--- src/wdm_pkg.sv ---
// ---------------------------------------------------------------------------
// Wheel drive mixer package
// Widths, register codes, reset values and pipeline payload types.
// ---------------------------------------------------------------------------
package wdm_pkg;

  localparam int FRAC_BITS  = 12;
  localparam int IN_W       = 16;
  localparam int OUT_W      = 21;
  localparam int MODE_W     = 3;
  localparam int COUNT_W    = 3;
  localparam int GAIN_W     = 16;
  localparam int GAIN_FRAC  = 8;
  localparam int ADDR_W     = 4;
  localparam int DATA_W     = 32;
  localparam int NUM_WHEELS = 4;

  // A signed sum of three rates needs two more bits; its magnitude one more.
  localparam int SUM_W  = IN_W + 2;
  localparam int MAG_W  = IN_W + 1;
  localparam int QUO_W  = FRAC_BITS + 1;
  localparam int DIV_W  = (MAG_W > QUO_W) ? MAG_W : QUO_W;
  localparam int REM_W  = DIV_W + 1;
  localparam int PROD_W = QUO_W + GAIN_W;
  localparam int PSH_W  = PROD_W - GAIN_FRAC;
  localparam int EXT_W  = ((PSH_W > OUT_W) ? PSH_W : OUT_W) + 1;

  localparam int FRONT_STAGES = 4;
  localparam int GAIN_STAGES  = 2;
  localparam int NUM_STAGES   = FRONT_STAGES + QUO_W + GAIN_STAGES;

  localparam logic [DIV_W-1:0] ONE_FX = {{(DIV_W-1){1'b0}}, 1'b1} << FRAC_BITS;

  localparam logic signed [EXT_W-1:0] WHEEL_MAX = EXT_W'((2 ** (OUT_W - 1)) - 1);
  localparam logic signed [EXT_W-1:0] WHEEL_MIN = -EXT_W'(2 ** (OUT_W - 1));

  localparam logic [COUNT_W-1:0] WHEELS_FOUR = COUNT_W'(4);
  localparam logic [COUNT_W-1:0] WHEELS_TWO  = COUNT_W'(2);

  localparam logic [MODE_W-1:0]  MODE_RESET  = MODE_W'(0);
  localparam logic [COUNT_W-1:0] COUNT_RESET = COUNT_W'(4);
  localparam logic [GAIN_W-1:0]  GAIN_RESET  = GAIN_W'(256);

  typedef enum logic [MODE_W-1:0] {
    MODE_MECANUM     = 3'd0,
    MODE_PARALLEL4   = 3'd1,
    MODE_PARALLEL2   = 3'd2,
    MODE_OMNI_CROSS  = 3'd3,
    MODE_OMNI_PLUS   = 3'd4
  } mix_mode_e;

  typedef enum logic [ADDR_W-3:0] {
    REG_MIX_MODE    = 2'd0,
    REG_WHEEL_COUNT = 2'd1,
    REG_OUTPUT_GAIN = 2'd2
  } reg_idx_e;

  typedef struct packed {
    logic [MODE_W-1:0]  mix_mode;
    logic [COUNT_W-1:0] wheel_count;
    logic [GAIN_W-1:0]  output_gain;
  } cfg_t;

  typedef struct packed {
    logic                                err;
    logic [NUM_WHEELS-1:0]               neg;
    logic [DIV_W-1:0]                    dvs;
    logic [NUM_WHEELS-1:0][REM_W-1:0]    rem;
    logic [NUM_WHEELS-1:0][QUO_W-1:0]    quo;
  } div_t;

endpackage

--- src/wdm_regs.sv ---
// ---------------------------------------------------------------------------
// Wheel drive mixer configuration registers
// APB-style register file holding mode, wheel count and output gain.
// ---------------------------------------------------------------------------
module wdm_regs (
  input  logic                        clk_i,
  input  logic                        rst_ni,
  input  logic                        psel,
  input  logic                        penable,
  input  logic                        pwrite,
  input  logic [wdm_pkg::ADDR_W-1:0]  paddr,
  input  logic [wdm_pkg::DATA_W-1:0]  pwdata,
  output logic [wdm_pkg::DATA_W-1:0]  prdata,
  output wdm_pkg::cfg_t               cfg_o
);

  wdm_pkg::cfg_t     cfg_q;
  wdm_pkg::cfg_t     cfg_d;
  wdm_pkg::reg_idx_e idx;
  logic              wr_en;

  assign idx   = wdm_pkg::reg_idx_e'(paddr[wdm_pkg::ADDR_W-1:2]);
  assign wr_en = psel & penable & pwrite;

  always_comb begin
    cfg_d  = cfg_q;
    prdata = '0;
    case (idx)
      wdm_pkg::REG_MIX_MODE: begin
        prdata = wdm_pkg::DATA_W'(cfg_q.mix_mode);
        if (wr_en) cfg_d.mix_mode = pwdata[wdm_pkg::MODE_W-1:0];
      end
      wdm_pkg::REG_WHEEL_COUNT: begin
        prdata = wdm_pkg::DATA_W'(cfg_q.wheel_count);
        if (wr_en) cfg_d.wheel_count = pwdata[wdm_pkg::COUNT_W-1:0];
      end
      wdm_pkg::REG_OUTPUT_GAIN: begin
        prdata = wdm_pkg::DATA_W'(cfg_q.output_gain);
        if (wr_en) cfg_d.output_gain = pwdata[wdm_pkg::GAIN_W-1:0];
      end
      default: begin
        prdata = '0;
      end
    endcase
  end

  always_ff @(posedge clk_i or negedge rst_ni) begin
    if (!rst_ni) begin
      cfg_q.mix_mode    <= wdm_pkg::MODE_RESET;
      cfg_q.wheel_count <= wdm_pkg::COUNT_RESET;
      cfg_q.output_gain <= wdm_pkg::GAIN_RESET;
    end else begin
      cfg_q <= cfg_d;
    end
  end

  assign cfg_o = cfg_q;

endmodule

--- config.mk ---
export PLATFORM = sky130hd
export DESIGN_NAME = wdm_regs
export DESIGN_NICKNAME = d
export VERILOG_FILES = /design/src/wdm_pkg.sv /design/src/wdm_regs.sv
export SDC_FILE = /design/constraint.sdc
export NUM_CORES = 1
export LEC_CHECK = 0
export BUFFER_PORTS_ARGS = -buffer_cell sky130_fd_sc_hd__buf_2
export CORE_MARGIN = 5
export CORE_UTILIZATION = 42
export CTS_BUF_LIST = sky130_fd_sc_hd__clkbuf_8 sky130_fd_sc_hd__clkbuf_16
export DETAILED_ROUTE_END_ITERATION = 10
export PLACE_DENSITY = 0.94
export SYNTH_ARGS = -nofsm -noshare
export SYNTH_HDL_FRONTEND = slang
export SYNTH_SLANG_ARGS = --single-unit
--- constraint.sdc ---
create_clock -name clk_i -period 2.21 [get_ports clk_i]
set_input_delay 0.221 -clock clk_i [delete_from_list [all_inputs] [get_ports clk_i]]
set_output_delay 0.221 -clock clk_i [all_outputs]
set_load 0.05 [all_outputs]
==> results of run 1 <==
## logic make-up (layout without fill, tap and decap cells)
family	after synthesis	in the layout	share of synthesized area [%]
flops	22	22	46.6
other cells	1	16	0.316
simple gates	21	21	12.1
compound gates	3	3	1.27
buf+inv	19	67	13.1
mux	25	25	26.6
## worst max-delay path: stages
cell and delay [ps]:
buf_2 160, nor2b_1 360, buf_4 240, nand2_1 60
o21ai_0 70, buf_2 290
## metrics by stage
step,setup WS [ps],instances
floorplan,91.6,106
global placement,547,180
detailed placement,527,180
CTS,527,185
global route,437,185
finish,583,185
## area by class of cell
| class | instances | area, um^2 | area share, % |
|---|---|---|---|
| sequential | 22 | 553 | 36.7 |
| timing repair buffer | 63 | 325 | 21.6 |
| tap | 31 | 38.8 | 2.57 |
| clock buffer | 4 | 55.1 | 3.65 |
| multi-input combinational | 65 | 534 | 35.5 |
## worst max path at each step
stage | slack [ps] | depth (start not counted) | from | to
final | 580 | 6 | paddr[2] | prdata[2]
after global routing | 440 | 6 | paddr[2] | prdata[0]
after CTS | 530 | 6 | paddr[2] | prdata[2]
after detailed placement | 530 | 6 | paddr[2] | prdata[2]
after global placement | 550 | 6 | paddr[2] | prdata[2]
after floorplan | 90 | 2 | cfg_o[18] | prdata[2]
## power groups by stage
stage	registers [mW]	clock network [mW]	logic, mW
3_3_place_gp	0.571	0	0.819
4_1_cts	0.570	0.289	0.831
6_report	0.568	0.279	0.823
2_1_floorplan	0.905	0	0.336
5_1_grt	0.586	0.307	0.861
3_5_place_dp	0.576	0	0.829
## metal layers
metal / vias to the layer above / part of all wire [%] / wire length (um) / global-route usage (%)
met4: 0 / 1.3 / 31 / 4.77
met1: 405 / 37 / 911 / 13.1
li1: 398 / - / - / -
met3: 5 / 15 / 364 / 5.51
met5: - / 0 / 0 / 0
met2: 58 / 47 / 1160 / 22.4
## cell usage after synthesis, drive strengths merged
library cell / count / share of area (%)
or3b: 1 / 0.95
nor3b: 1 / 1.6
dfrtp: 20 / 42
and2: 13 / 6.9
buf: 18 / 13
nand3: 1 / 0.84
mux2i: 3 / 2.5
nor2b: 1 / 0.53
clkbuf: 1 / 0.32
o21ai: 3 / 1.3
nor3: 1 / 0.42
conb: 1 / 0.32
mux2: 22 / 24
nand2: 3 / 0.95
dfstp: 2 / 4.4
## timing repair
item	in CTS	in global routing
hold buffers	1	0
setup buffers	0	0
endpoints found under the hold margin	20	0
==> metrics.md, run 1 <==
| Metric | Value |
|---|---|
| Sw frac | 47.8% |
| Final total negative setup slack | 0 ps |
| First-pass GRT wire length | 4080 um |
| Type of element launching the critical path | input pin |
| Highest clock rate | 615 MHz |
| Root Driver | clkbuf_8 |
| Die area | 3990 um^2 |
| Sequential share of power | 34.0% |
| Pint | 873 uW |
| Net Sw Power | 798 uW |
| Total core area | 2730 um^2 |
| TritonCTS Sinks | 22 |
| Post-route ant nets | 0 |
| Routability cong. | 0.679 |
| Tmin final | 1630 ps |
| Gate Count Post-Synth | 91 |
| H-tree depth | 1 |
| Worst Clk Skew | 0 ps |
| Status | finished clean |
| Clock transition at path regs | 70 ps |
| Diodes inserted | 0 |
| VDD IR max | 0.000691 V |
| Total gr overflow | 0 |
| Synth Warn # | 0 |
| Min Hold Slack | 192 ps |
| Nets | 196 |
| Num rows | 19 |
| Drt first pass iters | 2 |
| Most frequent cells in the layout | 60 x buf_2, 20 x dfrtp_1, 16 x conb_1 |
| 1st-iter DRT viols | 16 |
| Final core occ | 55.1% |
| Dpl hpwl | 1990 um |
| CP Class | in2out |
| FF-to-FF Start | cfg_o[9] |
| Clock insertion delay at the later pin of the skew report | 250 ps |
| I/O Buffers | 60 |
| Fillers | 244 |
| Endpoints failing setup | 0 |
| Finished Cell Area | 1510 um^2 |
| Drt wl/cell | 13.4 um |
| Cts bufs inserted | 3 |
| Drt total wl | 2470 um |
| DP Area | 1440 um^2 |
| Initial core utilization | 43.4% |
| Die Y-Extent | 63.1 um |
| Largest net degree at the start of global routing | 23 |
| RSZ-0062 raised after global routing | false |
| Reg2Reg Setup Slack | 1410 ps |
| Ports | 95 |
| P_leak | 0.821 nW |
| Max reg flops | 22 |
| Crit path DAT | 1410 ps |
| Slew Viols, Final | 0 |
| CTS tree | yes |
| DR vias/cell | 4.68 |
| HP Class | in2reg |
| Fin crit share | 73.6% |
| Reg2Reg Depth | 1 |
| Overall routing resource usage | 12.7% |
| Endpoint class of the critical path | primary output |
| Remaining DRCs | 0 |
| Min-Delay Path Depth | 2 |
| Area growth from synthesis to layout | 27.0% |
| Worst Path Required | 1990 ps |
| Hold Crit Start | pwdata[8] |
| Initial antenna violation count | 0 |
| Crit Path Max Fanout | 10 |
| Crit Reg-Reg Endpoint | cfg_o[9] |
| Number of synthesized register bits | 22 |
| Clock group share of total power | 16.7% |
| Clk buf depth | 2 |
| Cell variety after synth | 18 |
| Synthesized area | 1190 um^2 |
| Die Span X | 63.1 um |
| Max-cap check violation count | 0 |
| Post-CTS Resized | 0 |
| Combinational power share | 49.3% |
| Mean Syn Cell Area | 13.0 um^2 |
| Hold path endpoint | cfg_o[8] |
| Overall Power | 1.67 mW |
| Most common cell after layout, fill and taps aside | buf_2 |
| Sequential-to-total area share from yosys stat | 46.6% |
| PwrDens | 1110 nW/um^2 |
| Layout cells sized above 1 | 60.4% |
| Hold Vio Cnt, Final | 0 |
| Vias in the first global route | 933 |
| DR vias | 866 |
(Power assumes the default switching activity.)
==> inputs of run 2 (changes only) <==
--- a/config.mk
+++ b/config.mk
@@ -5,12 +5,13 @@
 export SDC_FILE = /design/constraint.sdc
 export NUM_CORES = 1
 export LEC_CHECK = 0
+export ABC_AREA = 1
 export BUFFER_PORTS_ARGS = -buffer_cell sky130_fd_sc_hd__buf_2
 export CORE_MARGIN = 5
-export CORE_UTILIZATION = 42
+export CORE_UTILIZATION = 35
 export CTS_BUF_LIST = sky130_fd_sc_hd__clkbuf_8 sky130_fd_sc_hd__clkbuf_16
 export DETAILED_ROUTE_END_ITERATION = 10
-export PLACE_DENSITY = 0.94
+export PLACE_DENSITY = 0.85
 export SYNTH_ARGS = -nofsm -noshare
 export SYNTH_HDL_FRONTEND = slang
 export SYNTH_SLANG_ARGS = --single-unit
==> constraint.sdc (replaced) <==
create_clock -name clk_i -period 1.4 [get_ports clk_i]
set_input_delay 0.14 -clock clk_i [delete_from_list [all_inputs] [get_ports clk_i]]
set_output_delay 0.14 -clock clk_i [all_outputs]
set_load 0.05 [all_outputs]
==> run 2 against run 1 <==
Effect of this change: synthesized cell count increased by 80%; critical path depth decreased by 3; via count increased by 25%; hold slack got worse by 110 ps; sequential share of layout area decreased by 1.0 points; critical path type is now reg2out; largest cell class unchanged; highest routed layer unchanged.
==> metrics.md, run 2 <==
| Metric | Value |
|---|---|
| Status | finished clean (unchanged) |
| Remaining DRCs | 0 (unchanged) |
| Endpoint class of the critical path | primary output (unchanged) |
| Gate Count Post-Synth | 164 (was 91) |
| Mean Syn Cell Area | 7.27 um^2 (was 13.0 um^2) |
| Tmin final | 1320 ps |
| Synth top area share | 42.0% (was 42.2%) |
| Area growth from synthesis to layout | 30.0% (was 27.0%) |
| Most frequent cells in the layout | 80 x nand2_1, 60 x buf_2, 20 x dfrtp_1 (was 60 x buf_2, 20 x dfrtp_1, 16 x conb_1) |
| Top post-synthesis cells by area | dfrtp_1 42%, nand2_1 25%, buf_4 10% (was dfrtp_1 42%, mux2_4 13%, mux2_2 11%) |
| Max-cap check violation count | 0 (unchanged) |
| Clk buf depth | 2 (unchanged) |
| Hold_buf cts | 1 (unchanged) |
| Vias in the first global route | 1025 (was 933) |
| I/O Buffers | 60 (unchanged) |
| Ports | 95 (unchanged) |
| Final WS setup | 80.7 ps (was 583 ps) |
| VDD IR max | 0.000554 V (was 0.000691 V) |
| Layout cells sized above 1 | 37.8% (was 60.4%) |
| Die Span X | 68.4 um (was 63.1 um) |
| Diodes inserted | 0 (unchanged) |
| Drt wl/cell | 10.6 um (was 13.4 um) |
| Most common cell after layout, fill and taps aside | nand2_1 (was buf_2) |
| Most common cell in the netlist | nand2_1 (was dfrtp_1) |
| Worst Clk Skew | 0 ps (unchanged) |
| Die area | 4670 um^2 (was 3990 um^2) |
| Overall routing resource usage | 12.7% (about the same) |
| Drt first pass iters | 4 (was 2) |
| Fillers | 353 (was 244) |
| Die Y-Extent | 68.4 um (was 63.1 um) |
| Crit path DAT | 1180 ps (was 1410 ps) |
| Highest clock rate | 758 MHz |
| Dpl hpwl | 2320 um (was 1990 um) |
| Total core area | 3310 um^2 (was 2730 um^2) |
| Slew Viols, Final | 0 (unchanged) |
| Post-synth top cells | 80 x nand2_1, 20 x dfrtp_1, 16 x buf_4, 16 x inv_1, 16 x nor2_1 (was 20 x dfrtp_1, 16 x buf_4, 13 x and2_1) |
| Finished Cell Area | 1550 um^2 (was 1510 um^2) |
| Cell taking the most area after synthesis | dfrtp_1 (unchanged) |
| Sequential-to-total area share from yosys stat | 46.4% (was 46.6%) |
| 1st-iter DRT viols | 39 (was 16) |
| Number of synthesized register bits | 22 (unchanged) |
| Post-CTS setup buffers | 0 (unchanged) |
| DR vias/cell | 4.00 (was 4.68) |
| PwrDens | 1540 nW/um^2 (was 1110 nW/um^2) |
| Cts bufs inserted | 3 (unchanged) |
| Post-synth EDFFs | 0 (unchanged) |
| Initial antenna violation count | 0 (unchanged) |
| Root Driver | clkbuf_8 (unchanged) |
| Final core occ | 46.8% (was 55.1%) |
| DR vias | 1085 (was 866) |
| Clock insertion delay at the later pin of the skew report | 250 ps (about the same) |
| TritonCTS Sinks | 22 (unchanged) |
| CTS tree | yes (unchanged) |
| Ys async rst share | 100% (unchanged) |
| Num rows | 21 (was 19) |
| Total gr overflow | 0 (unchanged) |
| CP Class | reg2out (was in2out) |
| HP Class | in2reg (unchanged) |
| Largest net degree at the start of global routing | 23 (unchanged) |
| Worst Path Required | 1260 ps (was 1990 ps) |
| Crit Path Max Fanout | 3 (was 10) |
| Post-CTS Resized | 0 (unchanged) |
| Type of element launching the critical path | flop (was input pin) |
| Pre-CTS WS | 226 ps (was 527 ps) |
| Post-route ant nets | 0 (unchanged) |
| Nets | 268 (was 196) |
| Min Hold Slack | 85.5 ps (was 192 ps) |
| Cell variety after synth | 14 (was 18) |
| DP Area | 1500 um^2 (was 1440 um^2) |
| Synthesized area | 1190 um^2 (about the same) |
| Hold Vio Cnt, Final | 0 (unchanged) |
| Synth Warn # | 0 (unchanged) |
| Routability cong. | 0.843 (was 0.679) |
| Clock transition at path regs | 70 ps (about the same) |
| Final total negative setup slack | 0 ps (unchanged) |
| Initial core utilization | 36.0% (was 43.4%) |
| Fin crit share | 94.2% |
| Max reg flops | 22 (unchanged) |
| P_leak | 0.962 nW (was 0.821 nW) |
| Endpoints failing setup | 0 (unchanged) |
| Drt total wl | 2870 um (was 2470 um) |
| RSZ-0062 raised after global routing | false (unchanged) |
| Most used DFF post-synth | dfrtp_1 (unchanged) |
| First-pass GRT wire length | 4450 um (was 4080 um) |
| H-tree depth | 1 (unchanged) |
[run 2: cells by family (layout without fill, tap and decap cells)]
kind of cell | after synthesis | in the layout | synth area share (%)
DFF | 22 | 22 | 46.4
other | 1 | 16 | 0.314
buffers and inverters | 37 | 83 | 18.0
and+or+nand+nor | 104 | 104 | 35.3
[run 2: area by class of cell]
cell class / instances / area [um^2] / share of cell area (%)
timing repair buffer: 62 / 318 / 20.5
multi-input combinational: 120 / 513 / 33.1
tap: 46 / 57.6 / 3.71
sequential: 22 / 553 / 35.7
inverter: 18 / 67.6 / 4.36
clock buffer: 3 / 41.3 / 2.66
[run 2: stage by stage]
stage                     cells  total power, mW
final                       271             2.39
after CTS                   271             2.43
after floorplan             179             1.81
after detailed placement    267             2.05
after global placement      267             2.03
after global routing        271             2.53
[run 2: path summary, 6_finish.rpt]
| check | slack [ps] | end | from | cells after the start |
|---|---|---|---|---|
| max | 80 | prdata[2] | cfg_o[18] | 3 |
| max in group asynchronous | 670 | cfg_o[8] | rst_ni | 2 |
| min reg2reg | 480 | cfg_o[18] | cfg_o[18] | 2 |
| max reg2reg | 690 | cfg_o[8] | cfg_o[8] | 2 |
| min | 90 | cfg_o[14] | pwdata[14] | 3 |
| min in group asynchronous | 380 | cfg_o[19] | rst_ni | 2 |
[run 2: per-layer routing]
layer | wire length [um] | global-route usage, % | up-vias
met5 | 0 | 0 | -
met4 | 91 | 7.69 | 0
met3 | 167 | 2.13 | 10
met2 | 1490 | 22.3 | 40
met1 | 1130 | 14.3 | 467
li1 | - | - | 568
[run 2: worst max-delay path, stage by stage, from the launching register on]
cell     delay, ps
dfstp_2        550
nand2_1         60
nand3_1         70
buf_2          260
[run 2: report_power, final]
group          leakage (nW)  total (mW)  switching (mW)  internal [mW]
Clock                0.0216       0.369           0.178          0.191
Sequential            0.275       0.872          0.0970          0.775
Combinational         0.665        1.15           0.930          0.224
Total                 0.962        2.39            1.20           1.19
==> inputs of run 3 (changes only) <==
--- a/config.mk
+++ b/config.mk
@@ -5,12 +5,13 @@
 export SDC_FILE = /design/constraint.sdc
 export NUM_CORES = 1
 export LEC_CHECK = 0
-export ABC_AREA = 1
+export ABC_AREA = 0
 export BUFFER_PORTS_ARGS = -buffer_cell sky130_fd_sc_hd__buf_2
 export CORE_MARGIN = 5
 export CORE_UTILIZATION = 35
 export CTS_BUF_LIST = sky130_fd_sc_hd__clkbuf_8 sky130_fd_sc_hd__clkbuf_16
 export DETAILED_ROUTE_END_ITERATION = 10
+export GPL_TIMING_DRIVEN = 0
 export PLACE_DENSITY = 0.85
 export SYNTH_ARGS = -nofsm -noshare
 export SYNTH_HDL_FRONTEND = slang
==> run 3 against run 2 <==
Effect of this change: hold slack gained 23 ps; via count shrank 18%; non-clock buffer count grew 17; cell count shrank 21%; global-route usage shrank 0.38 points; critical path type unchanged; total power grew 11%; critical path depth is the same; critical endpoint unchanged; sequential power grew 3.2%; setup slack lost 31 ps; largest cell class unchanged; register-to-register slack lost 80 ps.
==> metrics.md, run 3 (synthesis results as in run 1) <==
| Metric | Value |
|---|---|
| Slew Viols, Final | 0 (unchanged) |
| DP Area | 1610 um^2 (was 1500 um^2) |
| Routability cong. | 0.749 (was 0.843) |
| CP Class | reg2out (unchanged) |
| Remaining DRCs | 0 (unchanged) |
| Most frequent cells in the layout | 49 x buf_2, 20 x dfrtp_1, 18 x buf_4 (was 80 x nand2_1, 60 x buf_2, 20 x dfrtp_1) |
| Crit path DAT | 1210 ps (was 1180 ps) |
| Placed Cells | 211 (was 267) |
| CTS tree | yes (unchanged) |
| Clk buf depth | 2 (unchanged) |
| P_leak | 0.913 nW (was 0.962 nW) |
| Post-Layout Cell Count | 215 (was 271) |
| Highest clock rate | 741 MHz (was 758 MHz) |
| Drt wl/cell | 12.7 um (was 10.6 um) |
| Ports | 95 (unchanged) |
| Drt first pass iters | 4 (unchanged) |
| Fillers | 321 (was 353) |
| H-tree depth | 1 (unchanged) |
| Finished Cell Area | 1690 um^2 (was 1550 um^2) |
| Pre-CTS WS | -361 ps (was 226 ps) |
| Initial antenna violation count | 0 (unchanged) |
| Die area | 4650 um^2 (was 4670 um^2) |
| Root Driver | clkbuf_8 (unchanged) |
| Sequential share of power | 34.0% (was 36.4%) |
| FF-to-FF Start | cfg_o[4] (was cfg_o[8]) |
| Drt total wl | 2740 um (was 2870 um) |
| Initial core utilization | 35.8% (was 36.0%) |
| Post-route ant nets | 0 (unchanged) |
| Die Y-Extent | 68.2 um (was 68.4 um) |
| VDD IR max | 0.00108 V (was 0.000554 V) |
| Clock insertion delay at the later pin of the skew report | 260 ps (was 250 ps) |
| First-pass GRT wire length | 4260 um (was 4450 um) |
| Clock transition at path regs | 70 ps (about the same) |
| Most common cell after layout, fill and taps aside | buf_2 (was nand2_1) |
| Total core area | 3310 um^2 (unchanged) |
| Num rows | 21 (unchanged) |
| Area growth from synthesis to layout | 42.8% (was 30.0%) |
| Largest net degree at the start of global routing | 23 (unchanged) |
| Layout cells sized above 1 | 66.3% (was 37.8%) |
| Sw frac | 48.1% (was 50.3%) |
| Final WS setup | 49.8 ps (was 80.7 ps) |
| Diodes inserted | 0 (unchanged) |
| TritonCTS Sinks | 22 (unchanged) |
| Hold Crit Start | pwdata[4] (was pwdata[14]) |
| DR vias | 890 (was 1085) |
| 1st-iter DRT viols | 7 (was 39) |
| RSZ-0062 raised after global routing | false (unchanged) |
| Total gr overflow | 0 (unchanged) |
| Max reg flops | 22 (unchanged) |
| Nets | 212 (was 268) |
| Endpoints failing setup | 0 (unchanged) |
| Die Span X | 68.2 um (was 68.4 um) |
| Final core occ | 51.2% (was 46.8%) |
| DR vias/cell | 4.14 (was 4.00) |
| Worst Clk Skew | 0 ps (unchanged) |
| Max-cap check violation count | 0 (unchanged) |
| Clock group share of total power | 14.1% (was 15.4%) |
| Crit Path Max Fanout | 3 (unchanged) |
| Fin crit share | 96.4% (was 94.2%) |
| Endpoint class of the critical path | primary output (unchanged) |
| Dpl hpwl | 2280 um (was 2320 um) |
| HP Class | in2reg (unchanged) |
| Type of element launching the critical path | flop (unchanged) |
| I/O Buffers | 59 (was 60) |
| Tmin final | 1350 ps (was 1320 ps) |
| Overall routing resource usage | 12.3% (was 12.7%) |
| Pint | 1.38 mW (was 1.19 mW) |
| Net Sw Power | 1.28 mW (was 1.20 mW) |
| PwrDens | 1570 nW/um^2 (was 1540 nW/um^2) |
| Cts bufs inserted | 3 (unchanged) |
| Status | finished clean (unchanged) |
| Vias in the first global route | 895 (was 1025) |
| Setup crit start | cfg_o[18] (unchanged) |
| Combinational power share | 51.9% (was 48.2%) |
| Worst Path Required | 1260 ps (about the same) |
| Hold Vio Cnt, Final | 0 (unchanged) |
run 3: changes by cell type in the layout (fill, tap and decap cells not counted), moves of 12 or more:
cell     previous run  this run
nand2_1            80         3
nor2_2             14         0
inv_1              16         0
buf_4               1        18
mux2_2              0        12
and2_1              0        13
run 3: critical path, cell delays in order (launching register included):
cell and delay [ps]:
dfstp_2 540, mux2i_1 80, o21ai_2 120, buf_4 210
run 3: power by group through the flow:
| stage | sequential [mW] | clock, mW | combinational (mW) |
|---|---|---|---|
| after global routing | 0.928 | 0.407 | 1.44 |
| after CTS | 0.904 | 0.393 | 1.37 |
| after floorplan | 1.43 | 0 | 0.543 |
| after detailed placement | 0.912 | 0 | 1.36 |
| final | 0.900 | 0.374 | 1.38 |
| after global placement | 0.905 | 0 | 1.35 |
run 3: final cells by class:
| type | count | area [um^2] | area share (%) |
|---|---|---|---|
| Buffer | 19 | 159 | 9.38 |
| Clock buffer | 3 | 41.3 | 2.44 |
| Sequential cell | 22 | 553 | 32.6 |
| Tap cell | 46 | 57.6 | 3.40 |
| Timing Repair Buffer | 60 | 330 | 19.5 |
| Multi-Input combinational cell | 65 | 553 | 32.6 |
run 3: through the flow:
| step | setup TNS, ps | total power [mW] | hold slack (ps) |
|---|---|---|---|
| CTS | 0 | 2.67 | 100 |
| floorplan | -20.7 | 1.97 | -156 |
| finish | 0 | 2.65 | 109 |
| global placement | -3420 | 2.25 | 115 |
| global route | 0 | 2.78 | 107 |
| detailed placement | -3620 | 2.28 | 130 |
run 3: repair_timing:
action | 4_1_cts | 5_1_grt
gates resized for setup | 5 | 10
endpoints found under the setup margin | 10 | 9
buffers inserted | 0 | 0
hold endpoints to repair | 20 | 0
hold buffers | 1 | 0
run 3: layer usage:
layer / routed length (um) / global-route usage (%)
met2: 1380 / 20.8
met1: 1060 / 14.8
met4: 9 / 3.72
met3: 278 / 4.11
met5: 0 / 0
run 3: path summary, 6_finish.rpt:
| check | to | slack, ps | cells past startpoint |
|---|---|---|---|
| min | cfg_o[4] | 110 | 2 |
| min in group asynchronous | cfg_o[7] | 380 | 2 |
| max | prdata[2] | 50 | 3 |
| min reg2reg | cfg_o[10] | 520 | 1 |
| max in group asynchronous | cfg_o[18] | 680 | 2 |
| max reg2reg | cfg_o[4] | 610 | 1 |
